`config.mk`:
```
export PLATFORM = sky130hd
export DESIGN_NAME = mcws_cfg
export DESIGN_NICKNAME = d
export VERILOG_FILES = /design/src/design/mcws_pkg.sv /design/src/design/mcws_cfg.sv
export SDC_FILE = /design/constraint.sdc
export NUM_CORES = 1
export LEC_CHECK = 0
export ABC_AREA = 0
export BUFFER_PORTS_ARGS = -buffer_cell sky130_fd_sc_hd__buf_4
export CORE_AREA = 4 4 50 52
export CTS_CLUSTER_DIAMETER = 200
export DETAILED_ROUTE_END_ITERATION = 10
export DIE_AREA = 0 0 54 56
export PLACE_DENSITY = 0.78
export SLEW_MARGIN = 30
export SYNTH_ARGS = -nofsm -noshare
export SYNTH_HDL_FRONTEND = slang
export SYNTH_SLANG_ARGS = --single-unit
```
`constraint.sdc`:
```
create_clock -name clk -period 0.9 [get_ports clk]
set_input_delay 0.09 -clock clk [delete_from_list [all_inputs] [get_ports clk]]
set_output_delay 0.09 -clock clk [all_outputs]
set_load 0.05 [all_outputs]
```
`src/design/mcws_pkg.sv`:
```
package mcws_pkg;

  localparam int MAX_NODES  = 64;
  localparam int MAX_EDGES  = 8;

  localparam int NODE_W     = $clog2(MAX_NODES);
  localparam int EIDX_W     = (MAX_EDGES > 1) ? $clog2(MAX_EDGES) : 1;
  localparam int CNT_W      = $clog2(MAX_EDGES + 1);
  localparam int EDGE_DEPTH = MAX_NODES * (2 ** EIDX_W);
  localparam int SUM_W      = 17 + CNT_W;

  // item kinds
  localparam logic [1:0] KIND_LOAD  = 2'd0;
  localparam logic [1:0] KIND_STEP  = 2'd1;
  localparam logic [1:0] KIND_START = 2'd2;

  // register index, taken from paddr[2]
  localparam logic REG_NODE_COUNT = 1'b0;

  localparam logic [6:0] NODE_COUNT_RESET = 7'd64;

  localparam logic signed [47:0] COST_MAX = 48'sh7FFF_FFFF_FFFF;
  localparam logic signed [47:0] COST_MIN = 48'sh8000_0000_0000;

  typedef struct packed {
    logic [1:0]         kind;
    logic [5:0]         source_node;
    logic [5:0]         target_node;
    logic [16:0]        edge_probability;
    logic signed [31:0] edge_cost;
    logic [15:0]        random_draw;
  } item_t;

  typedef struct packed {
    logic [5:0]         walker_node;
    logic signed [47:0] total_cost;
    logic               run_done;
    logic               moved;
    logic               load_rejected;
  } result_t;

  typedef struct packed {
    logic [5:0]         target;
    logic [16:0]        prob;
    logic signed [31:0] cost;
  } edge_t;

  typedef enum logic [2:0] {
    ST_IDLE,
    ST_LOAD_RD,
    ST_LOAD_WR,
    ST_STEP_CHK,
    ST_SCAN,
    ST_APPLY,
    ST_SIMPLE
  } state_t;

  typedef struct packed {
    logic capture;
    logic cnt_rd;
    logic load_commit;
    logic scan_start;
    logic scan_en;
    logic apply;
    logic term_set;
    logic start_run;
    logic emit;
  } ctrl_cmd_t;

  typedef struct packed {
    logic [1:0] kind;
    logic       at_last;
    logic       pos_oob;
    logic       scan_hit;
    logic       scan_end;
  } dp_stat_t;

endpackage

```
`src/design/mcws_cfg.sv`:
```
module mcws_cfg (
  input  logic        clk,
  input  logic        rst,
  input  logic        psel,
  input  logic        penable,
  input  logic        pwrite,
  input  logic [2:0]  paddr,
  input  logic [31:0] pwdata,
  output logic [31:0] prdata,
  output logic        pready,
  output logic [6:0]  node_count
);
  import mcws_pkg::*;

  logic wr_hit;

  // low address bits are the byte offset within the word
  assign wr_hit = psel && penable && pwrite && (paddr[2] == REG_NODE_COUNT);

  always_ff @(posedge clk) begin
    if (rst) begin
      node_count <= NODE_COUNT_RESET;
    end else if (wr_hit) begin
      node_count <= pwdata[6:0];
    end
  end

  assign prdata = (paddr[2] == REG_NODE_COUNT) ? {25'd0, node_count} : 32'd0;
  assign pready = 1'b1;

endmodule

```
==> flow_summary.toml <==
[placed_design]
pre_cts_ws_ns = 0.00496
numPortBuffers = 26
hpwl_um = 994
gp_congestion = 0.632
dp_cells = 119

[sta]
drv_slew = 0
final.min_clock_period_ns = 0.964
finalCritPeriodShare_pct = 107
setup_violations = 7
rsz0062_at_grt = "true"
timing.fmax_ghz = 1.04
hold_viol_final = 0
finalClockSkew_ns = 0
fin_ws_ns = -0.0641

[finish]
multi_input_area_um2 = 330
final_cells = 130
largestRegisters = "node_count: 7 flops"
num_antenna_cells = 0
top_register = "node_count"
num-fill-cells = 203
largest_register_ffs = 7
syn_to_final_growth_pct = 48.4
nets = 143
seq_area_um2 = 149
drive_gt1_share_pct = 52.0

[clocking]
htreeDepth = 1
postCtsHoldBufs = 0
clock_path_buffers = 2
cts_tree = "done"
clkLatencyLatePin_ns = 0.25
cts_sinks = 7
cts_buffers = 3
clkTransAtPathRegs_ns = 0.05
cts-root-buf = "clkbuf_4"

[run_status]
outcome = "complete, but fails checks"
violations = "negative setup slack"

[floorplanning]
start_util_pct = 27.6
ioPinCount = 80
fp.coreArea_um2 = 2110
die_h_um = 56
row_count = 17
die_w_um = 54
dieArea_um2 = 3020

[global_route]
grt_max_degree = 15
grt_antenna_before_repair = 0
grt_pass1_vias = 401
grtUsageTotal_pct = 7.30
overflow = 0
grt_first_pass_wirelength_um = 1600

[critical_path]
critical_path_class = "flop to output port"
critPathCaptureType = "output port"
crit_buf_inv = 1
max_stage_delay_ns = 0.32
cp_top_family = "flip-flops"
cp.arrival_ns = 0.87
worst_setup_path_start_kind = "flop"
worstPathMaxFanout = 3
cp.required_ns = 0.81
slowest_stage = "dfxtp_2"
path_cells = "and2b_4, buf_8"

[job]
maxCapViolCount = 0

[logic_synthesis]
seq_area_frac_synth_pct = 24.1
synthDistinctLibCells = 10
synth_area_um2 = 582
synth_cells = 66
avgSynthCellArea_um2 = 8.82
synth_seq_cells = 7
yosysWarningCount = 0

[route]
dr.pass1.iters = 1
drt-initial-drc-count = 0
drt-total-wl_um = 1180
viasPerCell = 3.52
via_count = 458
detail-route-antenna-nets = 0
wl_per_cell_um = 9.11
drcViolationCount = 0

[min_path]
hp-class = "primary input to flop"

[pwr]
ir_drop_mv = 0.602
leakage_nw = 0.434
cellPowerDensity_nw_per_um2 = 1190
[routing by layer]
layer  track usage, %  vias to the layer above  part of all wire [%]
li1                 -                      222                     -
met1             5.46                      204                    28
met2             14.9                       32                    56
met3             5.09                        0                    16
met4                0                        0                     0
met5                0                        -                     0
[synthesized netlist by cell type]
cell | n | area, um2
conb_1 | 2 | 7.51
nor2_1 | 2 | 7.51
dfxtp_1 | 7 | 140
buf_6 | 1 | 11.3
buf_4 | 26 | 195
nand2b_1 | 12 | 75.1
mux2i_1 | 7 | 70.1
and4b_1 | 1 | 10.0
clkbuf_1 | 1 | 3.75
and2b_2 | 7 | 61.3
[logic make-up (layout without fill, tap and decap cells)]
group	count (synthesis)	after routing	share of synthesized area, %
buffers and inverters	28	40	36.1
other	2	26	1.29
AND/OR/NAND/NOR	22	22	26.5
flip-flops	7	7	24.1
multiplexers	7	7	12.0
[layout by cell type (no fill, tap or decap)]
cell type,Yosys,final
and4b_1,1,1
dfxtp_2,0,7
buf_4,26,29
and2b_4,0,7
conb_1,2,26
clkbuf_4,0,3
nand2b_1,12,12
buf_8,0,7
mux2i_1,7,7
nor2_1,2,2
clkbuf_1,1,1
[power by group]
group	switching (W)	leakage [nW]	total [W]	internal, W
registers	0.00000514	0.0591	0.000324	0.000319
logic	0.000320	0.360	0.000421	0.000100
clock network	0.000110	0.0150	0.000279	0.000169
[worst paths after layout]
path	depth (start not counted)	slack [ns]	endpoint	from
hold reg to reg	2	0.48	node_count[5]	node_count[5]
setup reg to reg	4	0.11	node_count[0]	node_count[0]
hold / removal	3	0.1	node_count[5]	pwdata[5]
setup / recovery	2	-0.06	prdata[0]	node_count[0]
[tightest hold or removal path, stage by stage]
cell      delay, ns
buf_4          0.11
nand2b_1       0.05
mux2i_1        0.06
[per-stage QoR]
step	total power, W	area [um2]	TNS [ns]	hold slack, ns	util (%)
2_1_floorplan	0.000746	689	0	0.237	-
3_3_place_gp	0.000726	732	0	0.343	34.8
3_5_place_dp	0.000730	732	0	0.361	34.8
4_1_cts	0.00103	833	-0.505	0.0945	39.6
5_1_grt	0.00107	863	-0.681	0.108	41.0
6_report	0.00102	863	-0.436	0.0986	41.0
[area by class of cell]
| class | instances | share of cell area, % |
|---|---|---|
| well taps | 28 | 4.06 |
| repair buffers | 36 | 37.4 |
| clock buffers | 4 | 3.04 |
| flip-flops and latches | 7 | 17.2 |
| multi-input cells | 55 | 38.3 |
[repair_timing]
item | 4_1_cts | 5_1_grt
gates cloned | 0 | 0
endpoints found under the setup margin | 7 | 10
gates resized for setup | 14 | 0
setup buffers | 3 | 4
Power figures use the tool's default switching activity.
