`src/design/mcws_pkg.sv`:
```
package mcws_pkg;

  localparam int MAX_NODES  = 64;
  localparam int MAX_EDGES  = 8;

  localparam int NODE_W     = $clog2(MAX_NODES);
  localparam int EIDX_W     = (MAX_EDGES > 1) ? $clog2(MAX_EDGES) : 1;
  localparam int CNT_W      = $clog2(MAX_EDGES + 1);
  localparam int EDGE_DEPTH = MAX_NODES * (2 ** EIDX_W);
  localparam int SUM_W      = 17 + CNT_W;

  // item kinds
  localparam logic [1:0] KIND_LOAD  = 2'd0;
  localparam logic [1:0] KIND_STEP  = 2'd1;
  localparam logic [1:0] KIND_START = 2'd2;

  // register index, taken from paddr[2]
  localparam logic REG_NODE_COUNT = 1'b0;

  localparam logic [6:0] NODE_COUNT_RESET = 7'd64;

  localparam logic signed [47:0] COST_MAX = 48'sh7FFF_FFFF_FFFF;
  localparam logic signed [47:0] COST_MIN = 48'sh8000_0000_0000;

  typedef struct packed {
    logic [1:0]         kind;
    logic [5:0]         source_node;
    logic [5:0]         target_node;
    logic [16:0]        edge_probability;
    logic signed [31:0] edge_cost;
    logic [15:0]        random_draw;
  } item_t;

  typedef struct packed {
    logic [5:0]         walker_node;
    logic signed [47:0] total_cost;
    logic               run_done;
    logic               moved;
    logic               load_rejected;
  } result_t;

  typedef struct packed {
    logic [5:0]         target;
    logic [16:0]        prob;
    logic signed [31:0] cost;
  } edge_t;

  typedef enum logic [2:0] {
    ST_IDLE,
    ST_LOAD_RD,
    ST_LOAD_WR,
    ST_STEP_CHK,
    ST_SCAN,
    ST_APPLY,
    ST_SIMPLE
  } state_t;

  typedef struct packed {
    logic capture;
    logic cnt_rd;
    logic load_commit;
    logic scan_start;
    logic scan_en;
    logic apply;
    logic term_set;
    logic start_run;
    logic emit;
  } ctrl_cmd_t;

  typedef struct packed {
    logic [1:0] kind;
    logic       at_last;
    logic       pos_oob;
    logic       scan_hit;
    logic       scan_end;
  } dp_stat_t;

endpackage

```
`src/design/mcws_ctrl.sv`:
```
module mcws_ctrl (
  input  logic                 clk,
  input  logic                 rst,
  input  logic                 start,
  input  logic [1:0]           kind,
  input  mcws_pkg::dp_stat_t   stat,
  output mcws_pkg::ctrl_cmd_t  cmd,
  output logic                 busy
);
  import mcws_pkg::*;

  state_t state, state_next;

  always_ff @(posedge clk) begin
    if (rst) begin
      state <= ST_IDLE;
    end else begin
      state <= state_next;
    end
  end

  always_comb begin
    state_next = state;
    cmd        = '0;
    busy       = 1'b1;
    unique case (state)
      ST_IDLE: begin
        busy = 1'b0;
        if (start) begin
          cmd.capture = 1'b1;
          unique case (kind)
            KIND_LOAD: state_next = ST_LOAD_RD;
            KIND_STEP: state_next = ST_STEP_CHK;
            default:   state_next = ST_SIMPLE;
          endcase
        end
      end
      ST_LOAD_RD: begin
        cmd.cnt_rd = 1'b1;
        state_next = ST_LOAD_WR;
      end
      ST_LOAD_WR: begin
        cmd.load_commit = 1'b1;
        cmd.emit        = 1'b1;
        state_next      = ST_IDLE;
      end
      ST_STEP_CHK: begin
        if (stat.at_last) begin
          cmd.term_set = 1'b1;
          cmd.emit     = 1'b1;
          state_next   = ST_IDLE;
        end else if (stat.pos_oob) begin
          cmd.emit   = 1'b1;
          state_next = ST_IDLE;
        end else begin
          cmd.cnt_rd     = 1'b1;
          cmd.scan_start = 1'b1;
          state_next     = ST_SCAN;
        end
      end
      ST_SCAN: begin
        cmd.scan_en = 1'b1;
        if (stat.scan_hit) begin
          state_next = ST_APPLY;
        end else if (stat.scan_end) begin
          cmd.emit   = 1'b1;
          state_next = ST_IDLE;
        end
      end
      ST_APPLY: begin
        cmd.apply  = 1'b1;
        cmd.emit   = 1'b1;
        state_next = ST_IDLE;
      end
      ST_SIMPLE: begin
        cmd.start_run = (stat.kind == KIND_START);
        cmd.emit      = 1'b1;
        state_next    = ST_IDLE;
      end
      default: begin
        state_next = ST_IDLE;
      end
    endcase
  end

endmodule

```
`config.mk`:
```
export PLATFORM = sky130hd
export DESIGN_NAME = mcws_ctrl
export DESIGN_NICKNAME = d
export VERILOG_FILES = /design/src/design/mcws_pkg.sv /design/src/design/mcws_ctrl.sv
export SDC_FILE = /design/constraint.sdc
export NUM_CORES = 1
export LEC_CHECK = 0
export ABC_AREA = 1
export BUFFER_PORTS_ARGS = -buffer_cell sky130_fd_sc_hd__buf_4
export CORE_AREA = 2 2 39 41
export DETAILED_ROUTE_END_ITERATION = 16
export DIE_AREA = 0 0 41 43
export PLACE_DENSITY_LB_ADDON = 0.2
export RECOVER_POWER = 25
export SLEW_MARGIN = 20
export SYNTH_ARGS = -nofsm -noshare
export SYNTH_HDL_FRONTEND = slang
export SYNTH_SLANG_ARGS = --single-unit
```
`constraint.sdc`:
```
create_clock -name clk -period 2.85 [get_ports clk]
set_input_delay 0.57 -clock clk [delete_from_list [all_inputs] [get_ports clk]]
set_output_delay 0.57 -clock clk [all_outputs]
set_load 0.1 [all_outputs]
```
==> metrics.cfg <==
[outcome]
status=finished, final reports clean

[global_routing]
antenna_found_initial=0
grt_overflow_total=0
track_usage=0.09629
grt_pass1_wl_um=1200
first_global_vias=310
grt_max_degree=9

[die]
die_h_um=43
rows=14
core_area_um2=1384
dieArea_um2=1763
pin_count=21
start_util=0.2089
fp.dieW_um=41

[layout]
final_area_um2=476.7
largestRegisters=state: 3 flops
largest_register_ffs=3
final_cells=86
antennaDiodeCount=0
drive_above_1_share=0.4714
fill_cells=164
nets=82
post-route-util=0.3445
area_delta_synth_final_pct=64.94
regArea_um2=60.06
multiInputGateArea_um2=182.7
top_register=state

[clock_network]
cts.repair.resized=0
post_cts_buffers=0
clockBufferDepth=2
cts_sinks=3
cts_tree=yes
numCtsBuffers=3
htree_num_levels=1
clk_pin_slew_worst_paths_ns=0.04
clkLatencyLatePin_ns=0.23
root_buffer=clkbuf_4
holdBufCountCts=0

[setup_path]
slowest_stage=dfxtp_1
cp_slowest_stage_delay_ns=0.45
cp_max_fo=7
crit_path_end_kind=primary output
worstSetupStartpoint=state[0]$_SDFFE_PP0P_
arrival_ns=1.44
reg2reg_from=state[2]$_SDFFE_PP0P_
critPathBufInv=2
critPathKind=flip-flop to primary output
cp-start-kind=flip-flop
cp_top_family=flip-flops
worst_ep_required_time_ns=2.28
crit_chain=nand2_1, nor2_2, inv_1, o221ai_1, buf_4

[sta]
rsz0062_at_grt=no
setup_viol=0
fin_crit_ns=2.008
worst_slack_ns=0.8419
fmax_mhz=498.0
finalMaxSlewViolations=0
relSlewSlack=0.7900
whs_ns=0.5165
worstMarginPinSlew_ns=0.3146
fin_worst_skew_ns=0.003747
final-hold-violation-count=0
tns_ns=0
fin_crit_sh=0.7046

[yosys]
synth_ff_type=dfxtp_1
syn_area_per_cell_um2=6.150
synthTopCellsByArea=dfxtp_1 (21%), inv_1 (12%), nor2_1 (12%)
async_flop_share=0
synth_cell_types=17
syn-cell-area_um2=289.0
synth_top_area_cell=dfxtp_1
syn_inst=47
synth_common_cells=inv_1 (9), nor2_1 (9), nand2_1 (6)
synth_warnings=0
syn_nets=58
seq_area_frac_synth=0.2078
synth_edf_count=0
synth_top_cell_area_share=0.2078
ys_seq_elements=3

[route]
drc=0
drt_iter0_drc=6
via_per_inst=4.151
vias=357
routed_wl_um=746
antenna_left=0
routedWlPerCell_um=8.674
drt-pass1-iter-count=4

[placed_design]
place_ws_ns=0.9551
hpwl_um=635.1
dp.cells=82
place.gp.congestion=0.7887
place_area_um2=460.4
portBuffers=20

[min_path]
min_path_type=input pin to flip-flop
hp-start=rst

[pwr]
irDropWorstVdd_uv=321.8
powerDensity_nw_per_um2=755.7
leakagePower_nw=0.2580
p_total_mw=0.3602

[flow_run]
max_cap_violations=0

[logic make-up after synthesis]
logic type / count (synthesis) / share of synthesized area
buffers and inverters: 11 / 0.1688
AOI/OAI and AO/OA: 5 / 0.1212
and+or+nand+nor: 28 / 0.5021
DFF: 3 / 0.2078
[layer usage]
| layer | routed length, um | up-vias | GRT usage |
|---|---|---|---|
| met4 | 0 | 0 | 0.04000 |
| met5 | 0 | - | 0 |
| met3 | 61 | 0 | 0.01571 |
| met1 | 335 | 148 | 0.1250 |
| li1 | - | 195 | - |
| met2 | 349 | 14 | 0.1500 |
[worst reg2reg max path, delay by kind of cell (launching register included)]
| kind | cells | cell delay (ns) |
|---|---|---|
| flip-flops | 1 | 0.49 |
| AO/OA/AOI/OAI | 1 | 0.11 |
| buffers and inverters | 2 | 0.23 |
| AND/OR/NAND/NOR | 3 | 0.22 |
[final cells by class]
class	count	area share
clock buffer	4	0.05512
inverter	10	0.07874
multi-input combinational	33	0.3832
sequential	3	0.1260
tap	16	0.04199
timing repair buffer	20	0.3150
[worst paths after layout]
| path | endpoint | cells past startpoint | slack (ns) |
|---|---|---|---|
| hold reg to reg | state[2]$_SDFFE_PP0P_ | 2 | 0.63 |
| setup reg to reg | state[2]$_SDFFE_PP0P_ | 6 | 1.72 |
| setup / recovery | cmd[0] | 5 | 0.84 |
| hold / removal | state[2]$_SDFFE_PP0P_ | 2 | 0.52 |
[cell usage in the layout, fill, tap and decap left out]
cell type and n:
nand3_1 3, nand3_2 2, nand2_2 3, a21oi_1 2, nor2_2 3, o221ai_1 1
clkbuf_4 3, clkbuf_1 1, nor3_2 1, o31ai_2 1, inv_1 10, dfxtp_1 3
nand2_1 6, nor4_1 1, nor2_1 8, nor3_1 1, buf_4 20, o21ai_1 1
[power by group]
part,leakage [nW],total (mW),switching [mW],internal (mW)
clock network,0.0150,0.0736,0.0212,0.0524
logic,0.218,0.226,0.175,0.0516
registers,0.0247,0.0602,0.0117,0.0485
total,0.258,0.360,0.208,0.153
Note: power is estimated with default switching activity, not from simulation.
